==> src/rtl/core/sctq_pkg.sv <==
// shared types, constants and helper functions of the scaled clock event timer queue
package sctq_pkg;

    // sizes of the event queue and tag store
    localparam int QUEUE_DEPTH = 16;
    localparam int TAG_BITS    = 16;
    localparam int CNT_W       = $clog2(QUEUE_DEPTH + 1);

    // command queue between front and back
    localparam int FIFO_DEPTH  = 2;
    localparam int FIFO_PTR_W  = $clog2(FIFO_DEPTH);
    localparam int FIFO_CNT_W  = $clog2(FIFO_DEPTH + 1);

    // field widths
    localparam int TIME_W      = 48;
    localparam int DELTA_W     = 24;
    localparam int SCALE_W     = 16;
    localparam int TAG_W       = 16;
    localparam int PROD_W      = DELTA_W + SCALE_W;
    localparam int STEP_W      = PROD_W - 8;
    localparam int CFG_IDX_W   = 2;
    localparam int CFG_DATA_W  = 24;

    // command codes
    localparam logic [1:0] OP_ADVANCE    = 2'd0;
    localparam logic [1:0] OP_POST_AT    = 2'd1;
    localparam logic [1:0] OP_POST_AFTER = 2'd2;
    localparam logic [1:0] OP_SET_TIME   = 2'd3;

    // configuration register indexes
    localparam logic [CFG_IDX_W-1:0] REG_PAUSED     = 2'd0;
    localparam logic [CFG_IDX_W-1:0] REG_MAX_DELTA  = 2'd1;
    localparam logic [CFG_IDX_W-1:0] REG_TIME_SCALE = 2'd2;

    // configuration reset values
    localparam logic [DELTA_W-1:0] MAX_DELTA_RST  = 24'd1092;
    localparam logic [SCALE_W-1:0] TIME_SCALE_RST = 16'd256;

    // input word
    typedef struct packed {
        logic [1:0]         opcode;
        logic [DELTA_W-1:0] delta_time;
        logic [TIME_W-1:0]  time_value;
        logic [TAG_W-1:0]   event_tag;
    } cmd_t;

    // result word
    typedef struct packed {
        logic              event_fired;
        logic [TAG_W-1:0]  fired_tag;
        logic [TIME_W-1:0] elapsed_now;
        logic [TIME_W-1:0] applied_delta;
        logic              status;
        logic              last;
    } res_t;

    // classified command held in the command queue
    typedef struct packed {
        logic [1:0]          opcode;
        logic [DELTA_W-1:0]  delta;
        logic [TIME_W-1:0]   time_value;
        logic [TAG_BITS-1:0] tag;
    } entry_t;

    // event queue controls from the back end
    typedef struct packed {
        logic ins;
        logic pop;
    } evq_ctrl_t;

    // event queue status seen by the back end
    typedef struct packed {
        logic [CNT_W-1:0]    count;
        logic                full;
        logic [TIME_W-1:0]   head_time;
        logic [TAG_BITS-1:0] head_tag;
        logic [TIME_W-1:0]   next_time;
    } evq_view_t;

    // saturating 48-bit add
    function automatic logic [TIME_W-1:0] sat_add48(input logic [TIME_W-1:0] a,
                                                    input logic [TIME_W-1:0] b);
        logic [TIME_W:0] s;
        s = {1'b0, a} + {1'b0, b};
        return s[TIME_W] ? {TIME_W{1'b1}} : s[TIME_W-1:0];
    endfunction

    // tag as stored in the queue
    function automatic logic [TAG_BITS-1:0] tag_store(input logic [TAG_W-1:0] t);
        logic [TAG_BITS+TAG_W-1:0] w;
        w = {{TAG_BITS{1'b0}}, t};
        return w[TAG_BITS-1:0];
    endfunction

    // stored tag as reported
    function automatic logic [TAG_W-1:0] tag_out(input logic [TAG_BITS-1:0] t);
        logic [TAG_BITS+TAG_W-1:0] w;
        w = {{TAG_W{1'b0}}, t};
        return w[TAG_W-1:0];
    endfunction

endpackage

==> src/rtl/core/sctq_front.sv <==
// front end: configuration registers, command accept, delta clamp and tag masking
module sctq_front import sctq_pkg::*; (
    input  logic                  aclk,
    input  logic                  aresetn,
    input  logic                  cfg_wr_en,
    input  logic [CFG_IDX_W-1:0]  cfg_idx,
    input  logic [CFG_DATA_W-1:0] cfg_wdata,
    input  logic                  s_valid,
    output logic                  s_ready,
    input  cmd_t                  s_data,
    input  logic                  fifo_full,
    output logic                  push,
    output entry_t                push_data,
    output logic [SCALE_W-1:0]    time_scale
);

    logic               paused_reg, paused_next;
    logic [DELTA_W-1:0] max_delta_reg, max_delta_next;
    logic [SCALE_W-1:0] time_scale_reg, time_scale_next;
    logic [DELTA_W-1:0] raw_delta;

    // register writes
    always_comb begin
        paused_next     = paused_reg;
        max_delta_next  = max_delta_reg;
        time_scale_next = time_scale_reg;
        if (cfg_wr_en) begin
            unique case (cfg_idx)
                REG_PAUSED:     paused_next     = cfg_wdata[0];
                REG_MAX_DELTA:  max_delta_next  = cfg_wdata;
                REG_TIME_SCALE: time_scale_next = cfg_wdata[SCALE_W-1:0];
                default: ;
            endcase
        end
    end

    always_ff @(posedge aclk) begin
        if (!aresetn) begin
            paused_reg     <= 1'b0;
            max_delta_reg  <= MAX_DELTA_RST;
            time_scale_reg <= TIME_SCALE_RST;
        end else begin
            paused_reg     <= paused_next;
            max_delta_reg  <= max_delta_next;
            time_scale_reg <= time_scale_next;
        end
    end

    // accept whenever the command queue has room
    assign s_ready = !fifo_full;
    assign push    = s_valid && s_ready;

    // classify: pause and clamp the delta, mask the tag
    always_comb begin
        raw_delta = paused_reg ? '0 : s_data.delta_time;
        push_data.opcode     = s_data.opcode;
        push_data.delta      = (raw_delta > max_delta_reg) ? max_delta_reg : raw_delta;
        push_data.time_value = s_data.time_value;
        push_data.tag        = tag_store(s_data.event_tag);
    end

    assign time_scale = time_scale_reg;

endmodule

==> config.mk <==
export PLATFORM = sky130hd
export DESIGN_NAME = sctq_front
export DESIGN_NICKNAME = d
export VERILOG_FILES = /design/src/rtl/core/sctq_pkg.sv /design/src/rtl/core/sctq_front.sv
export SDC_FILE = /design/constraint.sdc
export NUM_CORES = 1
export LEC_CHECK = 0
export BUFFER_PORTS_ARGS = -buffer_cell sky130_fd_sc_hd__buf_2
export CAP_MARGIN = 30
export CORE_AREA = 2 2 90 92
export DETAILED_ROUTE_END_ITERATION = 7
export DIE_AREA = 0 0 92 94
export PLACE_DENSITY = 0.8
export SLEW_MARGIN = 15
export SYNTH_ARGS = -nofsm -noshare
export SYNTH_HDL_FRONTEND = slang
export SYNTH_SLANG_ARGS = --single-unit
==> constraint.sdc <==
create_clock -name aclk -period 5.03 [get_ports aclk]
set_clock_uncertainty 0.2 [all_clocks]
set_input_delay 0.503 -clock aclk [delete_from_list [all_inputs] [get_ports aclk]]
set_output_delay 0.503 -clock aclk [all_outputs]
set_load 0.02 [all_outputs]
### Yosys cells after proc, flatten, opt, wreduce, memory -nomap -nowiden

Index checks and enable logic that the tools add are counted.

* flip-flop bits (word level): 41
* output and inout bits: 108

* magnitude comparators: 1
* eq/ne operators: 2
* mux-type cells: 2
* reduce and logical (&&, ||, !) cells: 6

Operators by type and width (count)
* $mux 24: 2
* $gt 24x24->1: 1
* $reduce_and 2->1: 3
* $eq 2x1->1 const B: 1
* $eq 2x2->1 const B: 1
* $logic_not 2->1: 1
* $logic_and 1x1->1: 1
* $logic_not 1->1: 1

### Logic depth before layout (Yosys ltp)

Gate-level depths: netlist of the first run.

* depth after elaboration: 3
* depth in mapped cells: 10

### Worst setup path after synthesis of the first run

OpenSTA, ideal clock, no wires.

* kind: register to output
* start: reg paused_reg
* end: out push_data[64] (netlist name)
* arrival: 2.634 ns
* data required time: 4.327 ns
* setup slack: 1.693 ns
* cell stages (with the launch flop): 10
* path buffers: 2
* path through: dfxtp_1 > clkbuf_1 > nor2b_1 > ha_1 > nand4_1 > nor4_4 > o31ai_1 > a22oi_2 > buf_6 > mux2i_1

RTL lines
* from (decl): RTL line sctq_front.sv:17 `logic paused_reg, paused_next;`
* from (signal assigned): RTL line sctq_front.sv:43 `paused_reg <= paused_next;`
* to (decl): RTL line sctq_front.sv:13 `output entry_t push_data,`

==> summary.json, run 1 <==
{
  "crit_slowest_cell": {"value": "dfxtp_1"},
  "cells_on_worst_hold_path": {"value": 3},
  "timing.critical_path.from_type": {"value": "register"},
  "synth_top_cell_by_area": {"value": "dfxtp_1"},
  "post_cts.resized_instances": {"value": 0},
  "outcome": {"value": "finished clean"},
  "ys_seq_elements": {"value": 41},
  "routed_wl": {"value": 7.63, "unit": "mm"},
  "clock_insertion_delay_worst_skew": {"value": 0.29, "unit": "ns"},
  "final_max_slew_viol_count": {"value": 0},
  "timing.max_cap.violations": {"value": 0},
  "required_worst_endpoint": {"value": 4.33, "unit": "ns"},
  "min-delay-path-class": {"value": "in2reg"},
  "power.switching": {"value": 0.250, "unit": "mW"},
  "timing.final.ws_setup": {"value": 0.850, "unit": "ns"},
  "layout_worst_path_cycle_share": {"value": 83.1, "unit": "%"},
  "cts.repair_timing.setup_buffer_count": {"value": 0},
  "worst_path_max_stage_delay": {"value": 0.91, "unit": "ns"},
  "fraction_of_final_layout_cells_sized_beyond_drive_strength_1": {"value": 32.4, "unit": "%"},
  "placedInstanceArea": {"value": 3160, "unit": "um2"},
  "synthesis.area": {"value": 3100, "unit": "um2"},
  "hold_violations": {"value": 0},
  "fp.dieArea": {"value": 8650, "unit": "um2"},
  "antenna_found_initial": {"value": 1},
  "grt.met2_usage": {"value": 32.0, "unit": "%"},
  "series_of_cell_instances_along_the_critical_path": {"value": "nor2b_1 > ha_1 > nand4_1 > nor4_4 > o31ai_1 > a22oi_2 > buf_4 > mux2_2 > buf_2"},
  "netlist.area_leader.share": {"value": 26.5, "unit": "%"},
  "grtUsageMet3": {"value": 5.30, "unit": "%"},
  "io-pin-count": {"value": 229},
  "post_synth.cell_area_avg": {"value": 8.12, "unit": "um2"},
  "dpl.cell_count": {"value": 500},
  "synth_cell_type_count": {"value": 33},
  "timing.slew.headroom": {"value": 40.3, "unit": "%"},
  "worstSetupPathType": {"value": "reg2out"},
  "cts.htree.levels": {"value": 2},
  "mostFrequentLayoutCell": {"value": "buf_2"},
  "power.switching_fraction": {"value": 32.0, "unit": "%"},
  "grt_util_met1": {"value": 19.6, "unit": "%"},
  "tritoncts_sinks": {"value": 41},
  "primary_flip_flop_cell_chosen_by_synthesis_mapping": {"value": "dfxtp_1"},
  "cellInternalPower": {"value": 0.530, "unit": "mW"},
  "number_of_enable_type_register_cells_in_the_synthesized_netlist": {"value": 0},
  "finalWeightedCongestion": {"value": 0.792},
  "maxClockFrequency": {"value": 239, "unit": "MHz"},
  "die_height": {"value": 94, "unit": "um"},
  "wire_length_of_the_first_global_routing_pass": {"value": 12.2, "unit": "mm"},
  "cts.path.max_buffers": {"value": 2},
  "sum_of_negative_setup_slack": {"value": 0, "unit": "ns"},
  "rsz0062_at_grt": {"value": "no"},
  "final_cell_count_no_fill": {"value": 510},
  "via_per_inst": {"value": 4.94},
  "ant_nets": {"value": 0},
  "final_nets": {"value": 551},
  "grt-busiest-layer": {"value": "met2"},
  "tightestPinTransition": {"value": 0.895, "unit": "ns"},
  "dp.final_hpwl": {"value": 6.03, "unit": "mm"},
  "setup-violations-final": {"value": 0},
  "remaining_drc_errors": {"value": 0},
  "drtPass1Iterations": {"value": 4},
  "final_cell_mix": {"value": "96 x buf_2, 81 x nand2_1, 41 x dfxtp_1"},
  "drt_iter0_drc": {"value": 70},
  "power.leakage": {"value": 1.45, "unit": "nW"},
  "netlist_instances": {"value": 381},
  "syn_to_final_growth": {"value": 5.46, "unit": "%"},
  "power.share.clock": {"value": 28.0, "unit": "%"},
  "avgRoutedWirePerCell": {"value": 15.0, "unit": "um"},
  "synth_seq_area_share": {"value": 26.5, "unit": "%"},
  "globalRouteTotalUtil": {"value": 17.9, "unit": "%"},
  "cts.root.buffer_cell": {"value": "clkbuf_8"},
  "pre_cts_slack": {"value": 1.18, "unit": "ns"},
  "async_reset_ff_share": {"value": 0, "unit": "%"},
  "die_w": {"value": 92, "unit": "um"},
  "hold_slack": {"value": 0.256, "unit": "ns"},
  "share_of_total_power_in_sequential_cells": {"value": 44.2, "unit": "%"},
  "initial_utilization": {"value": 40.7, "unit": "%"},
  "cp.arrival": {"value": 3.48, "unit": "ns"},
  "cts.clk_slew.worst_paths": {"value": 0.08, "unit": "ns"},
  "crit_path_max_fanout": {"value": 25},
  "first_global_vias": {"value": 2548},
  "tritoncts": {"value": "yes"},
  "max-vdd-ir-drop": {"value": 120, "unit": "uV"},
  "std_cell_rows": {"value": 32},
  "core_region_area": {"value": 7610, "unit": "um2"},
  "numCtsBuffers": {"value": 5},
  "largest_net_degree_at_the_start_of_global_routing": {"value": 42},
  "comb_power_share": {"value": 27.8, "unit": "%"},
  "grt_overflow": {"value": 0},
  "rr_worst_depth": {"value": 2},
  "count_of_port_buffers_added_during_placement": {"value": 96},
  "power.density": {"value": 239, "unit": "nW/um2"},
  "largest_register_ffs": {"value": 24},
  "synth.yosys.warnings": {"value": 0},
  "finalCriticalPeriod": {"value": 4.18, "unit": "ns"},
  "synth_top_cells_by_area": {"value": "dfxtp_1 27%, buf_4 16%, nand2_1 9.8%, ha_1 9.7%, a21boi_0 9.0%"},
  "mappedNetlistNets": {"value": 526},
  "final_area": {"value": 3260, "unit": "um2"},
  "cts-hold-fix-buffers": {"value": 0},
  "worst_setup_path_end_kind": {"value": "primary output"},
  "vias": {"value": 2517}
}
-- worst paths after layout --
check | startpoint | endpoint | slack [ns]
setup / recovery | paused_reg | push_data[79] | 0.85
hold / removal | cfg_wdata[20] | max_delta_reg[20] | 0.26
setup reg to reg | paused_reg | paused_reg | 3.56
hold reg to reg | time_scale[5] | time_scale[5] | 0.27
-- routing by layer --
layer	part of all wire [%]	wire length, um	up-vias
li1	-	-	1239
met1	41	3110	1161
met2	49	3760	92
met3	7.1	541	25
met4	2.9	218	0
met5	0	0	-
-- metrics by stage --
step / utilization [%] / power (mW)
after floorplan: - / 0.573
after global placement: 41.4 / 0.563
after detailed placement: 41.6 / 0.570
after CTS: 42.7 / 0.791
after global routing: 42.9 / 0.829
final: 42.9 / 0.780
-- final cells by class --
class                   instances  area, um2
fillers                       804       4340
multi-input cells             233       1610
flip-flops and latches         41        821
repair buffers                100        522
well taps                     102        128
inverters                      25       93.8
clock buffers                   6       72.6
clock inverters                 2       15.0
diodes                          1       2.50
-- worst max-delay path: cells and delay by family, from the launching register on --
| family | cells | cell delay, ns |
|---|---|---|
| compound gates | 2 | 0.34 |
| mux | 1 | 0.37 |
| flops | 1 | 0.91 |
| simple gates | 3 | 0.77 |
| buf+inv | 2 | 0.40 |
| fa+ha+maj | 1 | 0.38 |
-- power by group through the flow --
stage / combinational (mW) / clock [mW] / sequential, mW
after detailed placement: 0.217 / 0 / 0.352
after floorplan: 0.218 / 0 / 0.354
after global routing: 0.240 / 0.243 / 0.347
after CTS: 0.219 / 0.228 / 0.345
final: 0.217 / 0.218 / 0.345
after global placement: 0.211 / 0 / 0.352
-- logic make-up (layout without fill, tap and decap cells) --
family	after synthesis	in the layout	synth area share, %
and+or+nand+nor	126	126	19.9
DFF	41	41	26.5
muxes	25	25	9.01
AOI/OAI and AO/OA	58	58	13.4
other	0	1	0
adders and majority gates	24	24	9.70
buffers and inverters	107	133	21.5
-- cell usage after synthesis (4+ instances only) --
library cell / n
a21boi_0: 37
nand4_1: 5
nand2_1: 81
dfxtp_1: 41
inv_1: 25
mux2_2: 22
nor2b_1: 26
ha_1: 24
clkbuf_1: 13
o211ai_1: 4
buf_4: 66
a21oi_1: 9
Note: power is estimated with default switching activity, not from simulation.
==> run 2, diff against run 1 <==
--- a/config.mk
+++ b/config.mk
@@ -5,12 +5,13 @@
 export SDC_FILE = /design/constraint.sdc
 export NUM_CORES = 1
 export LEC_CHECK = 0
+export ABC_AREA = 1
 export BUFFER_PORTS_ARGS = -buffer_cell sky130_fd_sc_hd__buf_2
 export CAP_MARGIN = 30
-export CORE_AREA = 2 2 90 92
+export CORE_MARGIN = 2
+export CORE_UTILIZATION = 38
 export DETAILED_ROUTE_END_ITERATION = 7
-export DIE_AREA = 0 0 92 94
-export PLACE_DENSITY = 0.8
+export PLACE_DENSITY = 0.78
 export SLEW_MARGIN = 15
 export SYNTH_ARGS = -nofsm -noshare
 export SYNTH_HDL_FRONTEND = slang
==> constraint.sdc (replaced) <==
create_clock -name aclk -period 3.65 [get_ports aclk]
set_clock_uncertainty 0.2 [all_clocks]
set_input_delay 0.365 -clock aclk [delete_from_list [all_inputs] [get_ports aclk]]
set_output_delay 0.365 -clock aclk [all_outputs]
set_load 0.02 [all_outputs]
==> run 2 against run 1 <==
Final cell count up 16%; design area rose by 1.8%; flip-flop and latch count unchanged; critical path depth rose by 4; core utilization down 2.3 points; non-clock buffer count down 2; sequential share of layout area shrank 0.44 points; synthesized cell count is 23% higher; via count up 15%; combinational power grew 85%; area after synthesis increased by 3.2%; critical path type unchanged; largest cell class unchanged; largest power group unchanged.
==> summary.json, run 2 <==
{
  "die_height": {"value": 95.7, "unit": "um", "change": "+1.8%"},
  "cts.root.buffer_cell": {"value": "clkbuf_8"},
  "avgRoutedWirePerCell": {"value": 14.5, "unit": "um", "change": "-3.4%"},
  "final_cell_mix": {"value": "96 x buf_2, 62 x nor2_1, 60 x inv_1, 60 x nand2_1, 41 x dfxtp_1"},
  "outcome": {"value": "finished clean"},
  "synth.yosys.warnings": {"value": 0, "change": "unchanged"},
  "final_nets": {"value": 632, "change": "+15%"},
  "count_of_port_buffers_added_during_placement": {"value": 96, "change": "unchanged"},
  "crit_family": {"value": "simple AND/OR/NAND/NOR gates"},
  "mappedNetlistNets": {"value": 612, "change": "+16%"},
  "overall_power": {"value": 1.19, "unit": "mW", "change": "+53%"},
  "antenna_cells": {"value": 0, "change": "-1"},
  "tightestPinTransition": {"value": 0.693, "unit": "ns", "change": "-0.202 ns"},
  "via_per_inst": {"value": 4.88, "change": "-1.2%"},
  "cts.htree.levels": {"value": 2, "change": "unchanged"},
  "synth_top_cell_by_area": {"value": "dfxtp_1"},
  "sum_of_negative_setup_slack": {"value": 0, "unit": "ns", "change": "unchanged"},
  "ant_nets": {"value": 0, "change": "unchanged"},
  "final_max_slew_viol_count": {"value": 0, "change": "unchanged"},
  "ys_seq_elements": {"value": 41, "change": "unchanged"},
  "timing.critical_path.from_type": {"value": "register"},
  "crit_path_max_fanout": {"value": 25, "change": "unchanged"},
  "rr_worst_depth": {"value": 3, "change": "+1"},
  "netlist.area_leader.share": {"value": 25.7, "unit": "%", "change": "-0.83 points"},
  "synth_top_cells_by_area": {"value": "dfxtp_1 26%, buf_4 16%, ha_1 9.4%, nor2_1 7.3%, inv_1 7.0%"},
  "largest_register_ffs": {"value": 24, "change": "unchanged"},
  "layout_worst_path_cycle_share": {"value": 90.2, "unit": "%"},
  "timing.max_cap.violations": {"value": 0, "change": "unchanged"},
  "cts-hold-fix-buffers": {"value": 0, "change": "unchanged"},
  "syn_to_final_growth": {"value": 3.95, "unit": "%"},
  "cts.repair_timing.setup_buffer_count": {"value": 0, "change": "unchanged"},
  "number_of_enable_type_register_cells_in_the_synthesized_netlist": {"value": 0, "change": "unchanged"},
  "globalRouteTotalUtil": {"value": 18.3, "unit": "%", "change": "+0.47 points"},
  "post_cts.resized_instances": {"value": 0, "change": "unchanged"},
  "initial_utilization": {"value": 39.1, "unit": "%", "change": "-1.6 points"},
  "die_w": {"value": 95.7, "unit": "um", "change": "+4.0%"},
  "core_region_area": {"value": 8180, "unit": "um2", "change": "+7.5%"},
  "io-pin-count": {"value": 229, "change": "unchanged"},
  "setup-violations-final": {"value": 0, "change": "unchanged"},
  "std_cell_rows": {"value": 33, "change": "+3.1%"},
  "synth_commonest_cells": {"value": "68 x buf_4, 62 x nor2_1, 60 x inv_1, 60 x nand2_1, 41 x dfxtp_1"},
  "fraction_of_final_layout_cells_sized_beyond_drive_strength_1": {"value": 28.9, "unit": "%", "change": "-3.5 points"},
  "finalWeightedCongestion": {"value": 0.933, "change": "+18%"},
  "mostFrequentLayoutCell": {"value": "buf_2"},
  "synthesis.area": {"value": 3200, "unit": "um2", "change": "+3.2%"},
  "required_worst_endpoint": {"value": 3.08, "unit": "ns", "change": "-1.25 ns"},
  "clock_insertion_delay_worst_skew": {"value": 0.29, "unit": "ns", "change": "about the same"},
  "whs_endpoint": {"value": "max_delta_reg[2]"},
  "worst_r2r_endpoint": {"value": "paused_reg"},
  "hold_path_startpoint": {"value": "cfg_wdata[2]"},
  "largest_net_degree_at_the_start_of_global_routing": {"value": 42, "change": "unchanged"},
  "tritoncts_sinks": {"value": 41, "change": "unchanged"},
  "synth_cell_type_count": {"value": 27, "change": "-18%"},
  "worst_path_max_stage_delay": {"value": 0.34, "unit": "ns", "change": "-0.57 ns"},
  "worst_setup_path_end_kind": {"value": "primary output"},
  "crit_slowest_cell": {"value": "nand2_8"},
  "synth_most_common_cell": {"value": "buf_4"},
  "max-vdd-ir-drop": {"value": 195, "unit": "uV", "change": "+63%"},
  "worstSetupPathType": {"value": "reg2out"},
  "antenna_found_initial": {"value": 0, "change": "-1"},
  "hold_violations": {"value": 0, "change": "unchanged"},
  "reg2reg_slack": {"value": 2.57, "unit": "ns", "change": "-0.99 ns"},
  "primary_flip_flop_cell_chosen_by_synthesis_mapping": {"value": "dfxtp_1"},
  "final_cell_count_no_fill": {"value": 593, "change": "+16%"},
  "post_synth.cell_area_avg": {"value": 6.84, "unit": "um2", "change": "-16%"},
  "wire_length_of_the_first_global_routing_pass": {"value": 13.0, "unit": "mm", "change": "+6.6%"},
  "cells_on_worst_hold_path": {"value": 3, "change": "unchanged"},
  "cp.buffers_inverters": {"value": 2, "change": "unchanged"},
  "tritoncts": {"value": "yes"},
  "synth_seq_area_share": {"value": 25.7, "unit": "%", "change": "-0.83 points"},
  "vias": {"value": 2891, "change": "+15%"},
  "power.leakage": {"value": 1.81, "unit": "nW", "change": "+25%"},
  "timing.slew.headroom": {"value": 53.8, "unit": "%", "change": "+14 points"},
  "dp.final_hpwl": {"value": 6.65, "unit": "mm", "change": "+10%"},
  "maxClockFrequency": {"value": 304, "unit": "MHz"},
  "power.density": {"value": 358, "unit": "nW/um2", "change": "+50%"},
  "finalCriticalPeriod": {"value": 3.29, "unit": "ns"},
  "first_global_vias": {"value": 2787, "change": "+9.4%"},
  "routed_wl": {"value": 8.58, "unit": "mm", "change": "+12%"},
  "min-delay-path-class": {"value": "in2reg"},
  "remaining_drc_errors": {"value": 0, "change": "unchanged"},
  "async_reset_ff_share": {"value": 0, "unit": "%", "change": "unchanged"},
  "worst_path_most_repeated_cell": {"value": "nand2_1"},
  "netlist_instances": {"value": 467, "change": "+23%"},
  "drt_iter0_drc": {"value": 82, "change": "+17%"},
  "dpl.cell_count": {"value": 585, "change": "+17%"},
  "drtPass1Iterations": {"value": 4, "change": "unchanged"},
  "cp.arrival": {"value": 2.73, "unit": "ns", "change": "-0.75 ns"},
  "fp.dieArea": {"value": 9160, "unit": "um2", "change": "+5.9%"},
  "worstReg2RegStart": {"value": "paused_reg"},
  "cts.clk_slew.worst_paths": {"value": 0.08, "unit": "ns", "change": "about the same"},
  "grt_overflow": {"value": 0, "change": "unchanged"},
  "cts.path.max_buffers": {"value": 2, "change": "unchanged"},
  "numCtsBuffers": {"value": 5, "change": "unchanged"},
  "series_of_cell_instances_along_the_critical_path": {"value": "buf_4 > nor2_1 > ha_1 > nand2_1 > nand2_1 > nand3_1 > nand2_1 > a21oi_1 > nand3_4 > nand2_8 > nand2_2 > nand2_1 > buf_2"},
  "rsz0062_at_grt": {"value": "no"}
}
-- run 2: cell types whose count changed after synthesis, sizes merged, moves of 3 or more --
cell,before,now
inv,25,63
nor2b,26,0
mux2,23,0
buf,69,75
o21ai,2,37
nand3,3,28
nor2,1,66
clkbuf,13,10
nand2,81,84
a21boi,37,0
a21oi,9,28
nand4,6,1
-- run 2: per-stage QoR --
| step | worst slack (ns) | hold WS, ns | utilization, % | instance area [um2] |
|---|---|---|---|---|
| 5_1_grt | 0.112 | 0.121 | 40.6 | 3320 |
| 6_report | 0.357 | 0.111 | 40.6 | 3320 |
| 2_1_floorplan | 0.907 | 0.250 | - | 3200 |
| 3_5_place_dp | 0.585 | 0.262 | 39.5 | 3230 |
| 3_3_place_gp | 0.629 | 0.250 | 39.5 | 3230 |
| 4_1_cts | 0.252 | 0.104 | 40.5 | 3310 |
-- run 2: cell type report --
| class | count | area [um2] |
|---|---|---|
| clock buffers | 6 | 72.6 |
| clock inverters | 2 | 15.0 |
| fillers | 849 | 4850 |
| inverters | 63 | 236 |
| multi-input cells | 278 | 1550 |
| flip-flops and latches | 41 | 821 |
| well taps | 105 | 131 |
| repair buffers | 98 | 495 |
-- run 2: metal layers --
| metal | up-vias | track usage (%) | share of wire (%) |
|---|---|---|---|
| met2 | 131 | 32.5 | 49 |
| li1 | 1440 | - | - |
| met5 | - | 0 | 0 |
| met3 | 34 | 6.58 | 11 |
| met4 | 0 | 8.45 | 3.1 |
| met1 | 1286 | 19.3 | 37 |
-- run 2: cell families (layout without fill, tap and decap cells) --
logic type,Yosys count,in the layout,synth area share [%]
AO/OA/AOI/OAI,71,71,11.6
adder cells (fa/ha/maj),24,24,9.40
AND/OR/NAND/NOR,183,183,27.3
buffers and inverters,148,169,26.1
flip-flops,41,41,25.7
-- run 2: power breakdown --
| part | internal (mW) | switching, mW |
|---|---|---|
| clock network | 0.135 | 0.172 |
| logic | 0.137 | 0.264 |
| registers | 0.470 | 0.0114 |
| total | 0.743 | 0.447 |
-- run 2: worst min-delay path, cell delays in order --
cell and delay (ns):
buf_2 0.09, nand2_1 0.05, o211ai_1 0.06
-- run 2: how the worst max path moves through the flow --
stage | startpoint | to | slack [ns] | depth (start not counted)
final | paused_reg | push_data[71] | 0.36 | 13
after global routing | paused_reg | push_data[64] | 0.11 | 11
after CTS | paused_reg | push_data[71] | 0.25 | 11
after detailed placement | paused_reg | push_data[66] | 0.59 | 11
after global placement | paused_reg | push_data[87] | 0.63 | 11
after floorplan | paused_reg | push_data[68] | 0.91 | 12
==> run 3, diff against run 2 <==
--- a/config.mk
+++ b/config.mk
@@ -12,7 +12,8 @@
 export CORE_UTILIZATION = 38
 export DETAILED_ROUTE_END_ITERATION = 7
 export PLACE_DENSITY = 0.78
-export SLEW_MARGIN = 15
+export REMOVE_ABC_BUFFERS = 1
+export SLEW_MARGIN = 20
 export SYNTH_ARGS = -nofsm -noshare
 export SYNTH_HDL_FRONTEND = slang
 export SYNTH_SLANG_ARGS = --single-unit
==> run 3 against run 2 <==
Design area is 2.2% higher; combinational power increased by 5.5%; non-clock buffer count up 1; maximum frequency is 3.3% lower; critical path depth fell by 1; largest cell class unchanged; global-route usage rose by 12 points; critical endpoint is now push_data[67]; largest power group unchanged; clock power up 24%; power grew 8.1%; first-iteration DRC count rose by 98%; flip-flop and latch count unchanged.
==> summary.json, run 3 (synthesis results as in run 2) <==
{
  "final_max_slew_viol_count": {"value": 0, "change": "unchanged"},
  "setup-violations-final": {"value": 0, "change": "unchanged"},
  "globalRouteTotalUtil": {"value": 29.9, "unit": "%", "change": "+12 points"},
  "clock_insertion_delay_worst_skew": {"value": 0.30, "unit": "ns", "change": "about the same"},
  "routed.top_layer": {"value": "met5"},
  "cts-hold-fix-buffers": {"value": 0, "change": "unchanged"},
  "timing.max_cap.violations": {"value": 0, "change": "unchanged"},
  "via_per_inst": {"value": 5.09, "change": "+4.4%"},
  "series_of_cell_instances_along_the_critical_path": {"value": "buf_12 > nor2_1 > ha_1 > nand2_1 > nor2_2 > nand2_2 > nor2_4 > nand3_4 > nand2_8 > nand2_2 > nand2_1 > buf_2"},
  "overall_power": {"value": 1.29, "unit": "mW", "change": "+8.1%"},
  "fraction_of_final_layout_cells_sized_beyond_drive_strength_1": {"value": 29.3, "unit": "%", "change": "+0.43 points"},
  "count_of_port_buffers_added_during_placement": {"value": 96, "change": "unchanged"},
  "avgRoutedWirePerCell": {"value": 23.4, "unit": "um", "change": "+62%"},
  "worst_setup_path_end_kind": {"value": "primary output"},
  "rsz0062_at_grt": {"value": "no"},
  "finalWeightedCongestion": {"value": 0.999, "change": "+7.1%"},
  "worstSetupPathType": {"value": "reg2out"},
  "whs_endpoint": {"value": "max_delta_reg[2]"},
  "worst_r2r_endpoint": {"value": "paused_reg"},
  "io-pin-count": {"value": 229, "change": "unchanged"},
  "power.density": {"value": 379, "unit": "nW/um2", "change": "+5.8%"},
  "crit_family": {"value": "simple AND/OR/NAND/NOR gates"},
  "final_nets": {"value": 635, "change": "+0.47%"},
  "met2_routed_wirelength": {"value": 6.02, "unit": "mm", "change": "+43%"},
  "drt_iter0_drc": {"value": 162, "change": "+98%"},
  "initial_utilization": {"value": 39.1, "unit": "%", "change": "unchanged"},
  "cp.buffers_inverters": {"value": 2, "change": "unchanged"},
  "die_w": {"value": 95.7, "unit": "um", "change": "unchanged"},
  "std_cell_rows": {"value": 33, "change": "unchanged"},
  "sum_of_negative_setup_slack": {"value": 0, "unit": "ns", "change": "unchanged"},
  "remaining_drc_errors": {"value": 0, "change": "unchanged"},
  "min-delay-path-class": {"value": "in2reg"},
  "hold_path_startpoint": {"value": "cfg_wdata[2]"},
  "grt_overflow": {"value": 0, "change": "unchanged"},
  "rr_worst_depth": {"value": 2, "change": "-1"},
  "antenna_found_initial": {"value": 0, "change": "unchanged"},
  "crit_slowest_cell": {"value": "dfxtp_1"},
  "mostFrequentLayoutCell": {"value": "buf_2"},
  "vias": {"value": 3034, "change": "+4.9%"},
  "tritoncts_sinks": {"value": 41, "change": "unchanged"},
  "dpl.cell_count": {"value": 584, "change": "-0.17%"},
  "tritoncts": {"value": "yes"},
  "syn_to_final_growth": {"value": 6.26, "unit": "%"},
  "largest_register_ffs": {"value": 24, "change": "unchanged"},
  "finalCriticalPeriod": {"value": 3.41, "unit": "ns", "change": "+0.113 ns"},
  "worst_path_max_stage_delay": {"value": 0.56, "unit": "ns", "change": "+0.22 ns"},
  "die_height": {"value": 95.7, "unit": "um", "change": "unchanged"},
  "pre_cts_slack": {"value": 0.445, "unit": "ns", "change": "-0.140 ns"},
  "dp.final_hpwl": {"value": 11.4, "unit": "mm", "change": "+72%"},
  "met1Wirelength": {"value": 4.14, "unit": "mm", "change": "+30%"},
  "worstReg2RegStart": {"value": "paused_reg"},
  "drtPass1Iterations": {"value": 4, "change": "unchanged"},
  "ant_nets": {"value": 0, "change": "unchanged"},
  "timing.final.ws_setup": {"value": 0.244, "unit": "ns", "change": "-0.113 ns"},
  "layout_worst_path_cycle_share": {"value": 93.3, "unit": "%", "change": "+3.1 points"},
  "tightestPinTransition": {"value": 0.687, "unit": "ns", "change": "-0.00543 ns"},
  "numCtsBuffers": {"value": 5, "change": "unchanged"},
  "wire_length_of_the_first_global_routing_pass": {"value": 19.1, "unit": "mm", "change": "+47%"},
  "outcome": {"value": "finished clean"},
  "reg2reg_slack": {"value": 2.51, "unit": "ns", "change": "-0.06 ns"},
  "core_region_area": {"value": 8180, "unit": "um2", "change": "unchanged"},
  "timing.slew.headroom": {"value": 54.1, "unit": "%", "change": "+0.36 points"},
  "maxClockFrequency": {"value": 294, "unit": "MHz", "change": "-3.3%"},
  "largest_net_degree_at_the_start_of_global_routing": {"value": 42, "change": "unchanged"},
  "final_cell_mix": {"value": "96 x buf_2, 62 x nor2_1, 60 x inv_1, 60 x nand2_1, 41 x dfxtp_1"},
  "fp.dieArea": {"value": 9160, "unit": "um2", "change": "unchanged"},
  "first_global_vias": {"value": 2825, "change": "+1.4%"},
  "cells_on_worst_hold_path": {"value": 3, "change": "unchanged"},
  "crit_path_max_fanout": {"value": 26, "change": "+4.0%"},
  "routed_wl": {"value": 13.9, "unit": "mm", "change": "+62%"},
  "power.leakage": {"value": 1.85, "unit": "nW", "change": "+2.1%"},
  "hold_violations": {"value": 0, "change": "unchanged"},
  "cts.root.buffer_cell": {"value": "clkbuf_8"},
  "cp.arrival": {"value": 2.84, "unit": "ns", "change": "+0.11 ns"},
  "cts.htree.levels": {"value": 2, "change": "unchanged"},
  "antenna_cells": {"value": 0, "change": "unchanged"},
  "final_cell_count_no_fill": {"value": 596, "change": "+0.51%"},
  "required_worst_endpoint": {"value": 3.08, "unit": "ns", "change": "about the same"},
  "detailroute.wirelength.met3": {"value": 3.11, "unit": "mm", "change": "+240%"},
  "cts.clk_slew.worst_paths": {"value": 0.09, "unit": "ns", "change": "about the same"},
  "cts.path.max_buffers": {"value": 2, "change": "unchanged"},
  "timing.critical_path.from_type": {"value": "register"},
  "max-vdd-ir-drop": {"value": 159, "unit": "uV", "change": "-18%"}
}
-- run 3: changes by cell type in the layout (fill, tap and decap cells not counted) --
cell / delta
bufinv_16: +1
buf_12: +1
nand3_2: +1
nand2_8: +1
clkinvlp_4: -2
clkinv_4: +1
-- run 3: per-stage QoR --
step	hold WS [ns]	cell area, um2	utilization (%)
3_3_place_gp	0.248	3230	39.5
5_1_grt	0.0926	3400	41.5
6_report	0.0904	3400	41.5
3_5_place_dp	0.250	3230	39.5
2_1_floorplan	0.249	2600	-
4_1_cts	0.0904	3340	40.9
-- run 3: worst max path at each step --
stage / from / to / slack [ns] / depth (start not counted)
floorplan: paused_reg / push_data[64] / 0.75 / 9
global placement: paused_reg / push_data[64] / 0.54 / 11
detailed placement: paused_reg / push_data[64] / 0.45 / 13
CTS: paused_reg / push_data[64] / 0.07 / 13
global route: paused_reg / push_data[66] / 0.003 / 12
finish: paused_reg / push_data[67] / 0.24 / 12
-- run 3: layout make-up --
| type | instances | area, um2 |
|---|---|---|
| fillers | 880 | 4780 |
| multi-input cells | 280 | 1580 |
| flip-flops and latches | 41 | 821 |
| repair buffers | 99 | 515 |
| inverters | 63 | 236 |
| well taps | 105 | 131 |
| clock buffers | 6 | 72.6 |
| clock inverters | 2 | 38.8 |
-- run 3: report_power, final --
| part | switching, mW | internal (mW) |
|---|---|---|
| Combinational | 0.276 | 0.148 |
| Clock | 0.174 | 0.206 |
| Sequential | 0.0132 | 0.470 |
| Total | 0.464 | 0.824 |
-- run 3: per-layer routing --
layer	up-vias	track usage, %
li1	1446	-
met1	1302	25.6
met2	256	46.4
met3	26	29.4
met4	4	11.9
met5	-	8.93
-- run 3: worst reg2reg max path, cell delays in order, from the launching register on --
cell	delay, ns
dfxtp_1	0.56
a31oi_1	0.09
nor3b_1	0.21
-- run 3: what timing repair did --
item | in CTS | in global routing
setup buffers | 0 | 2
hold endpoints to repair | 0 | 0
endpoints found under the setup margin | 0 | 24
resized for setup | 0 | 2
